## src/sv/cta_pkg.sv

```systemverilog
package cta_pkg;

  // request and result payloads
  typedef struct packed {
    logic               command;
    logic [2:0]         unit;
    logic signed [15:0] amount;
  } cta_req_t;

  typedef struct packed {
    logic signed [15:0] year;
    logic [2:0]         season;
    logic [3:0]         month;
    logic [4:0]         day;
    logic [4:0]         hour;
    logic [5:0]         minute;
    logic [5:0]         second;
    logic               year_overflow;
  } cta_rsp_t;

  // carry width between cells, and the working width inside a cell
  localparam int DELTA_W     = 17;
  localparam int VALUE_W     = DELTA_W + 1;
  localparam int RECIP_SHIFT = 24;

  // carry token handed from one cell to the next
  typedef struct packed {
    logic                      valid;
    logic                      go;
    logic signed [DELTA_W-1:0] delta;
  } cta_tok_t;

  localparam logic CMD_ADD = 1'b0;
  localparam logic CMD_SET = 1'b1;

  localparam logic [2:0] UNIT_SECOND = 3'd0;
  localparam logic [2:0] UNIT_MINUTE = 3'd1;
  localparam logic [2:0] UNIT_HOUR   = 3'd2;
  localparam logic [2:0] UNIT_DAY    = 3'd3;
  localparam logic [2:0] UNIT_MONTH  = 3'd4;
  localparam logic [2:0] UNIT_SEASON = 3'd5;
  localparam logic [2:0] UNIT_YEAR   = 3'd6;

  localparam int SECS_PER_MIN    = 60;
  localparam int MINS_PER_HOUR   = 60;
  localparam int HOURS_IN_DAY    = 24;
  localparam int DAYS_IN_MONTH   = 30;
  localparam int MONTHS_IN_YEAR  = 12;
  localparam int SEASONS_IN_YEAR = 4;

  function automatic logic [2:0] season_of_month(input logic [3:0] m);
    logic [2:0] s;
    case (m) inside
      [4'd1:4'd3]:   s = 3'd1;
      [4'd4:4'd6]:   s = 3'd2;
      [4'd7:4'd9]:   s = 3'd3;
      [4'd10:4'd12]: s = 3'd4;
      default:       s = 3'd1;
    endcase
    return s;
  endfunction

endpackage

```

## src/sv/cta_digit_cell.sv

```systemverilog
module cta_digit_cell #(
  parameter int BASE    = 60,
  parameter int LO      = 0,
  parameter int RST_VAL = 0,
  localparam int CW     = $clog2(BASE + LO)
) (
  input  logic               clk,
  input  logic               rst,
  input  cta_pkg::cta_tok_t  tok_in,
  input  logic               load,
  input  logic [CW-1:0]      load_val,
  output cta_pkg::cta_tok_t  tok_out,
  output logic [CW-1:0]      count
);

  localparam int VW = cta_pkg::VALUE_W;
  localparam int S  = cta_pkg::RECIP_SHIFT;
  localparam logic [S-1:0] RECIP = S'((64'd1 << S) / BASE);

  // stage 1: offset value folded to a magnitude
  logic signed [VW-1:0] v;
  logic [VW-1:0]        m0;
  logic                 s1_valid, s1_go, s1_neg;
  logic [VW-1:0]        s1_m;

  // stage 2: quotient estimate by reciprocal
  logic [VW+S-1:0] prod;
  logic            s2_valid, s2_go, s2_neg;
  logic [VW-1:0]   s2_m, s2_qe;

  // stage 3: correction, new count and carry
  logic [VW-1:0]        qb, rem, rem2, qm, r;
  logic                 corr;
  logic signed [VW-1:0] q;
  logic [CW-1:0]        count_next;

  always_comb begin
    v  = VW'($signed({1'b0, count})) - VW'(LO) + VW'(tok_in.delta);
    m0 = v[VW-1] ? (VW'(BASE - 1) - v) : v;
  end

  assign prod = (VW+S)'(s1_m) * (VW+S)'(RECIP);

  always_comb begin
    qb         = VW'(s2_qe * VW'(BASE));
    rem        = s2_m - qb;
    corr       = (rem >= VW'(BASE));
    rem2       = corr ? (rem - VW'(BASE)) : rem;
    qm         = s2_qe + VW'(corr);
    r          = s2_neg ? (VW'(BASE - 1) - rem2) : rem2;
    q          = s2_neg ? -$signed(qm) : $signed(qm);
    count_next = CW'(r + VW'(LO));
  end

  always_ff @(posedge clk) begin
    s1_m  <= m0;
    s2_m  <= s1_m;
    s2_qe <= prod[VW+S-1:S];
    s1_neg <= v[VW-1];
    s2_neg <= s1_neg;
    tok_out.delta <= q[cta_pkg::DELTA_W-1:0];
    if (rst) begin
      s1_valid      <= 1'b0;
      s1_go         <= 1'b0;
      s2_valid      <= 1'b0;
      s2_go         <= 1'b0;
      tok_out.valid <= 1'b0;
      tok_out.go    <= 1'b0;
      count         <= CW'(RST_VAL);
    end else begin
      s1_valid      <= tok_in.valid;
      s1_go         <= tok_in.valid & tok_in.go;
      s2_valid      <= s1_valid;
      s2_go         <= s1_go;
      tok_out.valid <= s2_valid;
      tok_out.go    <= s2_go && (q != '0);
      if (load) begin
        count <= load_val;
      end else if (s2_go) begin
        count <= count_next;
      end
    end
  end

endmodule

```

## src/sv/cta_year_cell.sv

```systemverilog
module cta_year_cell #(
  parameter int YEAR_BITS = 16
) (
  input  logic                  clk,
  input  logic                  rst,
  input  cta_pkg::cta_tok_t     tok_in,
  input  logic                  load,
  input  logic [YEAR_BITS-1:0]  load_val,
  output logic [YEAR_BITS-1:0]  year,
  output logic                  done,
  output logic                  ovf
);

  localparam int YSW = ((YEAR_BITS > cta_pkg::DELTA_W) ? YEAR_BITS : cta_pkg::DELTA_W) + 1;

  logic signed [YSW-1:0]       sum, wrapped;
  logic signed [YEAR_BITS-1:0] low;

  always_comb begin
    sum     = YSW'($signed(year)) + YSW'(tok_in.delta);
    low     = sum[YEAR_BITS-1:0];
    wrapped = YSW'(low);
  end

  always_ff @(posedge clk) begin
    if (rst) begin
      year <= '0;
      done <= 1'b0;
      ovf  <= 1'b0;
    end else begin
      done <= tok_in.valid;
      if (tok_in.valid) begin
        ovf <= tok_in.go && (sum != wrapped);
      end
      if (load) begin
        year <= load_val;
      end else if (tok_in.valid && tok_in.go) begin
        year <= sum[YEAR_BITS-1:0];
      end
    end
  end

endmodule

```

## src/sv/calendar_time_adder.sv

```systemverilog
// channel   direction  payload     handshake
// request   in         cta_req_t   request_valid / request_stall
// result    out        cta_rsp_t   result_valid  / result_stall
//
// one request at a time; a set, or an add to an unused unit code, goes straight
// to the final state; any other add sends its token from the addressed cell on
// to the year cell, through each digit cell up to the month or, for a season
// add, through the season cell; the result follows once the year cell is done
// each digit cell works in registered stages: offset, reciprocal multiply, correction
// rst (synchronous) restores 06:00:00, day 1, month 1, season 1, year 0
// a waiting result does not block acceptance of the next request; a stalled
// result holds the block in its final state until the result is taken
module calendar_time_adder #(
  parameter int YEAR_BITS = 16
) (
  input  logic              clk,
  input  logic              rst,
  input  logic              request_valid,
  output logic              request_stall,
  input  cta_pkg::cta_req_t request,
  output logic              result_valid,
  input  logic              result_stall,
  output cta_pkg::cta_rsp_t result
);

  typedef enum logic [2:0] {
    ST_IDLE = 3'b001,
    ST_RUN  = 3'b010,
    ST_FIN  = 3'b100
  } state_t;

  state_t state, state_next;

  logic accept, start_add, set_now;
  logic ovf_flag;

  // carry tokens along the chain
  cta_pkg::cta_tok_t inj;
  cta_pkg::cta_tok_t sec_in, min_in, hour_in, day_in, month_in, season_in, year_in;
  cta_pkg::cta_tok_t sec_out, min_out, hour_out, day_out, month_out, season_out;

  // counts held by the cells
  logic [5:0]           sec_cnt, min_cnt;
  logic [4:0]           hour_cnt, day_cnt;
  logic [3:0]           month_cnt;
  logic [2:0]           season_cnt;
  logic [YEAR_BITS-1:0] year_cnt;
  logic [31:0]          year_ext;
  logic signed [31:0]   amount_ext;

  logic       year_done, year_ovf;
  logic       season_load;
  logic [2:0] season_val;
  logic       month_reached;

  // clamped set values
  logic [5:0] c_sec, c_min, c_hour, c_day, c_month, c_season;

  function automatic logic [5:0] clamp6(input logic signed [15:0] a, input int lo,
                                        input int hi);
    logic [5:0] c;
    if (int'(a) < lo) begin
      c = 6'(lo);
    end else if (int'(a) > hi) begin
      c = 6'(hi);
    end else begin
      c = a[5:0];
    end
    return c;
  endfunction

  assign request_stall = (state != ST_IDLE);
  assign accept        = request_valid && !request_stall;
  assign start_add     = accept && (request.command == cta_pkg::CMD_ADD);
  assign set_now       = accept && (request.command == cta_pkg::CMD_SET);

  always_comb begin
    c_sec    = clamp6(request.amount, 0, cta_pkg::SECS_PER_MIN - 1);
    c_min    = clamp6(request.amount, 0, cta_pkg::MINS_PER_HOUR - 1);
    c_hour   = clamp6(request.amount, 0, cta_pkg::HOURS_IN_DAY - 1);
    c_day    = clamp6(request.amount, 1, cta_pkg::DAYS_IN_MONTH);
    c_month  = clamp6(request.amount, 1, cta_pkg::MONTHS_IN_YEAR);
    c_season = clamp6(request.amount, 1, cta_pkg::SEASONS_IN_YEAR);
  end

  // new token enters the chain at the addressed unit
  assign inj.valid = start_add;
  assign inj.go    = 1'b1;
  assign inj.delta = cta_pkg::DELTA_W'(request.amount);

  always_comb begin
    sec_in    = '0;
    min_in    = sec_out;
    hour_in   = min_out;
    day_in    = hour_out;
    month_in  = day_out;
    season_in = '0;
    year_in   = month_out.valid ? month_out : season_out;
    // only a fresh add injects; otherwise pass the neighbor's token
    if (start_add) begin
      case (request.unit)
        cta_pkg::UNIT_SECOND: sec_in    = inj;
        cta_pkg::UNIT_MINUTE: min_in    = inj;
        cta_pkg::UNIT_HOUR:   hour_in   = inj;
        cta_pkg::UNIT_DAY:    day_in    = inj;
        cta_pkg::UNIT_MONTH:  month_in  = inj;
        cta_pkg::UNIT_SEASON: season_in = inj;
        cta_pkg::UNIT_YEAR:   year_in   = inj;
        default: ;
      endcase
    end
  end

  // season follows the month whenever an add reached the month, even with
  // no carry out of it
  assign season_load = (set_now && request.unit == cta_pkg::UNIT_SEASON)
                       || (month_out.valid && month_reached);
  assign season_val  = (set_now && request.unit == cta_pkg::UNIT_SEASON)
                       ? c_season[2:0] : cta_pkg::season_of_month(month_cnt);

  assign amount_ext = 32'(request.amount);

  cta_digit_cell #(.BASE(cta_pkg::SECS_PER_MIN), .LO(0), .RST_VAL(0)) u_sec (
    .clk, .rst, .tok_in(sec_in),
    .load(set_now && request.unit == cta_pkg::UNIT_SECOND), .load_val(c_sec),
    .tok_out(sec_out), .count(sec_cnt)
  );

  cta_digit_cell #(.BASE(cta_pkg::MINS_PER_HOUR), .LO(0), .RST_VAL(0)) u_min (
    .clk, .rst, .tok_in(min_in),
    .load(set_now && request.unit == cta_pkg::UNIT_MINUTE), .load_val(c_min),
    .tok_out(min_out), .count(min_cnt)
  );

  cta_digit_cell #(.BASE(cta_pkg::HOURS_IN_DAY), .LO(0), .RST_VAL(6)) u_hour (
    .clk, .rst, .tok_in(hour_in),
    .load(set_now && request.unit == cta_pkg::UNIT_HOUR), .load_val(c_hour[4:0]),
    .tok_out(hour_out), .count(hour_cnt)
  );

  cta_digit_cell #(.BASE(cta_pkg::DAYS_IN_MONTH), .LO(1), .RST_VAL(1)) u_day (
    .clk, .rst, .tok_in(day_in),
    .load(set_now && request.unit == cta_pkg::UNIT_DAY), .load_val(c_day[4:0]),
    .tok_out(day_out), .count(day_cnt)
  );

  cta_digit_cell #(.BASE(cta_pkg::MONTHS_IN_YEAR), .LO(1), .RST_VAL(1)) u_month (
    .clk, .rst, .tok_in(month_in),
    .load(set_now && request.unit == cta_pkg::UNIT_MONTH), .load_val(c_month[3:0]),
    .tok_out(month_out), .count(month_cnt)
  );

  cta_digit_cell #(.BASE(cta_pkg::SEASONS_IN_YEAR), .LO(1), .RST_VAL(1)) u_season (
    .clk, .rst, .tok_in(season_in),
    .load(season_load), .load_val(season_val),
    .tok_out(season_out), .count(season_cnt)
  );

  cta_year_cell #(.YEAR_BITS(YEAR_BITS)) u_year (
    .clk, .rst, .tok_in(year_in),
    .load(set_now && request.unit == cta_pkg::UNIT_YEAR),
    .load_val(amount_ext[YEAR_BITS-1:0]),
    .year(year_cnt), .done(year_done), .ovf(year_ovf)
  );

  assign year_ext = 32'(year_cnt);

  // sequencer
  always_comb begin
    state_next = state;
    case (state)
      ST_IDLE: begin
        if (accept) begin
          if (start_add && request.unit <= cta_pkg::UNIT_YEAR) begin
            state_next = ST_RUN;
          end else begin
            state_next = ST_FIN;
          end
        end
      end
      ST_RUN: begin
        if (year_done) begin
          state_next = ST_FIN;
        end
      end
      ST_FIN: begin
        if (!result_valid || !result_stall) begin
          state_next = ST_IDLE;
        end
      end
      default: state_next = ST_IDLE;
    endcase
  end

  always_ff @(posedge clk) begin
    if (state == ST_FIN && (!result_valid || !result_stall)) begin
      result.year          <= year_ext[15:0];
      result.season        <= season_cnt;
      result.month         <= month_cnt;
      result.day           <= day_cnt;
      result.hour          <= hour_cnt;
      result.minute        <= min_cnt;
      result.second        <= sec_cnt;
      result.year_overflow <= ovf_flag;
    end
    if (rst) begin
      state         <= ST_IDLE;
      ovf_flag      <= 1'b0;
      result_valid  <= 1'b0;
      month_reached <= 1'b0;
    end else begin
      state <= state_next;
      // remember whether the token entering the month cell updates it
      if (month_in.valid) begin
        month_reached <= month_in.go;
      end
      if (accept) begin
        ovf_flag <= 1'b0;
      end else if (state == ST_RUN && year_done) begin
        ovf_flag <= year_ovf;
      end
      if (state == ST_FIN && (!result_valid || !result_stall)) begin
        result_valid <= 1'b1;
      end else if (!result_stall) begin
        result_valid <= 1'b0;
      end
    end
  end

endmodule

```

## config.mk

```make
export PLATFORM = sky130hd
export DESIGN_NAME = calendar_time_adder
export DESIGN_NICKNAME = d
export VERILOG_FILES = /design/src/sv/cta_pkg.sv /design/src/sv/cta_digit_cell.sv /design/src/sv/cta_year_cell.sv /design/src/sv/calendar_time_adder.sv
export SDC_FILE = /design/constraint.sdc
export NUM_CORES = 2
export LEC_CHECK = 0
export BUFFER_PORTS_ARGS = -buffer_cell sky130_fd_sc_hd__buf_2
export CAP_MARGIN = 0
export CORE_MARGIN = 4
export CORE_UTILIZATION = 45
export DETAILED_ROUTE_END_ITERATION = 8
export PLACE_DENSITY_LB_ADDON = 0.25
export REMOVE_ABC_BUFFERS = 1
export SYNTH_ARGS = -nofsm -noshare
export SYNTH_HDL_FRONTEND = slang
export SYNTH_HIERARCHICAL = 1
export SYNTH_SLANG_ARGS = --single-unit
```

## constraint.sdc

```tcl
create_clock -name clk -period 23.8 [get_ports clk]
set_input_delay 1.19 -clock clk [delete_from_list [all_inputs] [get_ports clk]]
set_output_delay 1.19 -clock clk [all_outputs]
set_load 0.01 [all_outputs]
```

### Word level (Yosys, flattened, before mapping)

Index checks and enable logic that the tools add are counted.

* bits in registers: 550
* bits of input ports: 24
* output and inout bits: 48
* logic and storage cells: 324

* $add $sub $neg: 49
* multiply operators: 10
* order comparisons: 22
* eq/ne operators: 15
* multiplexer cells: 75
* bitwise gates (word level): 7
* reductions and logical operators: 47

Operator list (number)
* 19-bit 2-to-1 mux: 15
* 18-bit 2-to-1 mux: 6
* 18-bit negation: 6
* 18-bit nonzero test: 6
* 18-bit subtractor: 6
* 18-bit by 17-bit multiplier with 35-bit output, second input constant: 3
* 17-bit 2-to-1 mux: 6
* 5-bit 2-to-1 mux: 12
* 6-bit 2-to-1 mux: 10
* 3-bit 2-to-1 mux: 15
* 18-bit by 21-bit multiplier with 39-bit output, second input constant: 1
* 18-bit by 19-bit multiplier with 37-bit output, second input constant: 1
* 6-bit by 17-bit adder with 18-bit output: 2
* 7-bit by 17-bit adder with 18-bit output: 2
* 18-bit by 5-bit >= comparator with 1-bit output, second input constant: 2
* 18-bit by 6-bit >= comparator with 1-bit output, second input constant: 2
* 6-bit by 18-bit subtractor with 18-bit output, first input constant: 2
* 7-bit by 18-bit subtractor with 18-bit output, first input constant: 2
* 16-bit by 6-bit > comparator with 1-bit output, second input constant: 2
* 13-bit by 4-bit multiplier with 16-bit output, second input constant: 2
* 16-bit 2-to-1 mux: 2
* 14-bit by 1-bit adder with 15-bit output: 2
* 13-bit by 1-bit adder with 14-bit output: 2
* 1-bit logical AND: 26
* other kinds (56): 90

### Longest topological paths before layout

* depth after elaboration: 9
* gate-level depth with buffers: 37
* mapped depth without buffers: 36

### Cells and area by module

The synthesis kept the hierarchy.

Modules (own cells, without submodules)
* cta_digit_cell at u_month: instances 1, cells each 976, area each 9088.7 µm², seq. area each 1601.5 µm²
* cta_digit_cell at u_hour: instances 1, cells each 904, area each 8504.4 µm², seq. area each 1601.5 µm²
* cta_digit_cell at u_day: instances 1, cells each 915, area each 8300.5 µm², seq. area each 1601.5 µm²
* cta_digit_cell at u_sec: instances 1, cells each 870, area each 7788.7 µm², seq. area each 1601.5 µm²
* cta_digit_cell at u_min: instances 1, cells each 859, area each 7764.9 µm², seq. area each 1601.5 µm²
* calendar_time_adder: instances 1, cells each 354, area each 3731.1 µm², seq. area each 1501.4 µm²
* cta_digit_cell at u_season: instances 1, cells each 331, area each 3163.0 µm², seq. area each 1281.2 µm²
* cta_year_cell: instances 1, cells each 208, area each 1632.8 µm², seq. area each 360.3 µm²

### Worst setup path before layout

OpenSTA, ideal clock, no wires.

* path kind: register to register
* start point: register u_sec.s2_qe[2]
* end point: register u_sec/tok_out[17] (netlist name)
* library setup time: 133 ps
* arrival time: 7860 ps
* data required time: 23667 ps
* path slack: 15807 ps
* cell stages (with the launch flop): 35
* path buffers: 0
* clock period less this slack: 7993 ps
* cells stage by stage: dfxtp_1 inv_1 fa_1 fa_1 inv_1 ha_1 nor2b_1 o21ai_0 a21oi_1 o21ai_0 a21oi_1 o21ai_0 a21oi_1 o21ai_0 a21oi_1 xnor2_1 ha_1 or3b_2 o2111ai_1 or4_1 a2111oi_2 and4_1 o2111ai_1 or4b_4 ha_1 ha_1 and3_1 nand2_1 xnor2_1 nand2_1 or2_2 o41ai_1 nor4b_1 and3_1 a211oi_1

* word-level cells in the longest chain between the ends: 8

RTL lines
* start, declared: line cta_digit_cell.sv:29 `logic [VW-1:0] s2_m, s2_qe;`
* start signal, assigned: line cta_digit_cell.sv:58 `s2_qe <= prod[VW+S-1:S];`
* 13-bit by 4-bit multiplier with 16-bit output: line cta_digit_cell.sv:45 `qb = VW'(s2_qe * VW'(BASE));`
* 18-bit subtractor: line cta_digit_cell.sv:46 `rem = s2_m - qb;`
* 18-bit by 6-bit >= comparator with 1-bit output: line cta_digit_cell.sv:47 `corr = (rem >= VW'(BASE));`
* 13-bit by 1-bit adder with 14-bit output *: line cta_digit_cell.sv:49 `qm = s2_qe + VW'(corr);`
* 18-bit negation: line cta_digit_cell.sv:51 `q = s2_neg ? -$signed(qm) : $signed(qm);`
* 18-bit 2-to-1 mux *: line cta_digit_cell.sv:51
* 18-bit nonzero test *: line cta_digit_cell.sv:76 `tok_out.go <= s2_go && (q != '0);`
* 1-bit logical AND *: line cta_digit_cell.sv:76
* end, declared: line cta_digit_cell.sv:12 `output cta_pkg::cta_tok_t tok_out,`

Every way passes the cells marked *; elsewhere a longest branch is shown, timed or not.
A chain may end at the register's enable or synchronous reset.

### Worst setup path in the final report

Ends and elaborated chain as after synthesis.

==> out/qor.yml <==
cts-buffers-inserted: 61
status: "complete, no violations"
post_cts_buffers: 0
syn_inst: 5417
clockBufferDepth: 3
dp.final_hpwl_mm: 101
final_cell_mix: "812 x ha_1, 677 x inv_1, 488 x dfxtp_1, 339 x nor2_1, 302 x xnor2_1"
synth_cell_type_count: 141
htreeDepth: 2
antenna_left: 0
fin_nets: 6587
synth_edf_count: 46
rows: 121
syn-cell-area_um2: 50000
start_util_pct: 45.6
drt_iter0_markers: 2035
critPathLaunchType: "flop"
period_share_pct: 37.4
fillers: 10300
rsz0062_at_grt: "false"
hold_violations: 0
ys_seq_area_share_pct: 22.3
dieArea_um2: 116000
core_um2: 110000
crit_path_top_delay_cell: "o41ai_1"
grtUsageTotal_pct: 21.2
dr.pass1.iters: 6
wl_per_cell_um: 17.7
fin_skew_ns: 0.0279
routed_wl_mm: 124
root_buffer: "clkbuf_16"
tns_ns: 0
synth_seq_cells: 534
avgSynthCellArea_um2: 9.23
cts_resized: 0
viasPerCell: 5.38
max_slew_margin_pct: 20.6
die-height_um: 341
hold_buffers: 0
port-buffer-count: 71
grt_max_degree: 60
min_path_type: "flop to flop"
clkLatencyLatePin_ns: 0.67
fmax_mhz: 112
endpoint_kind: "flop"
drive_gt1_share_pct: 7.11
path_clk_slew_ns: 0.06
slowest_delay_ns: 0.63
synthFlopType: "dfxtp_1"
slew_violations: 0
r2r_slack_ns: 14.90
cts_tree: "done"
finalCriticalPeriod_ns: 8.90
area_growth_pct: 8.01
crit_arrival_ns: 9.40
cap_violations: 0
grt_pass1_vias: 37200
gr-total-overflow: 0
path_class: "flop to flop"
drc: 0
io-pin-count: 72
path_max_fanout: 9
antenna_found_initial: 10
cts_sinks: 534
ys.warnings.count: 6
critical_path_required_ns: 24.30
via_count: 37600
setup_viol: 0
final_common_cell: "ha_1"
fp.dieW_um: 341
async_flop_share_pct: 0
gp_congestion: 0.882
grt_pass1_wl_mm: 200
worst_pin_slew_ns: 1.19
-- through the flow --
stage	setup WS [ns]	util (%)	hold WS, ns	instance area, um2	std cells
2_1_floorplan	15.44	-	0.310	49400	5308
3_3_place_gp	15.13	47.2	0.312	51800	6874
3_5_place_dp	14.94	47.2	0.312	51800	6874
4_1_cts	14.93	49.2	0.308	54000	6989
5_1_grt	14.13	49.2	0.331	54000	6989
6_report	14.90	49.2	0.323	54000	6994
-- cell usage after synthesis (63+ instances only) --
cell type	instances	area, um2
nor3_1	96	480
dfxtp_1	488	9770
nand3_1	101	505
fa_1	290	5810
nand2b_1	67	419
inv_1	677	2540
o21ai_0	171	856
nand2_1	292	1100
xnor2_1	302	2650
nor2_1	340	1280
xor2_1	184	1610
a21oi_1	287	1440
and2_1	63	394
a21o_1	91	683
ha_1	812	10200
nor2b_1	71	444
clkbuf_1	72	270
-- routing by layer --
layer  GRT usage (%)  routed length, um  vias up
met5               0                  0        -
met4            5.96               3700        0
met3            3.23               5880      164
met2            35.0              56500      660
met1            28.8              58000    17900
li1                -                  -    18900
-- worst paths after layout --
check,depth (start not counted),to,start
worst max-delay path,33,u_sec/tok_out[17],u_sec/s2_qe[2]
worst min-delay path,0,u_season/s2_m[2],u_season/s1_m[2]
worst max register to register,33,u_sec/tok_out[17],u_sec/s2_qe[2]
worst min register to register,0,u_season/s2_m[2],u_season/s1_m[2]
-- state kept, by name (all words and copies together) (netlist names), 19 cells and up --
signal,count
result,46
u_day/tok_out,19
u_hour/tok_out,19
u_min/tok_out,19
u_month/tok_out,19
u_season/tok_out,19
u_sec/tok_out,19
-- cell families after synthesis --
group	synth area share (%)
flops	22.3
fa+ha+maj	32.0
simple gates	13.9
buf+inv	6.21
xor+xnor	8.76
other cells	0.0225
mux	2.63
compound gates	14.2
-- cell type report --
type | instances | area [um2] | share of cell area [%]
diodes | 5 | 12.5 | 0.0232
clock buffers | 83 | 1760 | 3.27
clock inverters | 32 | 415 | 0.770
inverters | 680 | 2550 | 4.73
multi-input cells | 4094 | 35700 | 66.2
flip-flops and latches | 534 | 11200 | 20.7
well taps | 1476 | 1850 | 3.42
repair buffers | 90 | 500 | 0.927
-- worst max-delay path, delay by kind of cell (launching register included) --
| kind | cells | cell delay (ns) |
|---|---|---|
| AO/OA/AOI/OAI | 13 | 2.61 |
| adder cells (fa/ha/maj) | 6 | 2.26 |
| XOR/XNOR | 2 | 0.31 |
| AND/OR/NAND/NOR | 10 | 2.82 |
| buffers and inverters | 2 | 0.20 |
| flip-flops | 1 | 0.54 |
Power is not shown: default switching activity piles up to over one toggle a cycle in this logic, so the estimate is an artifact.
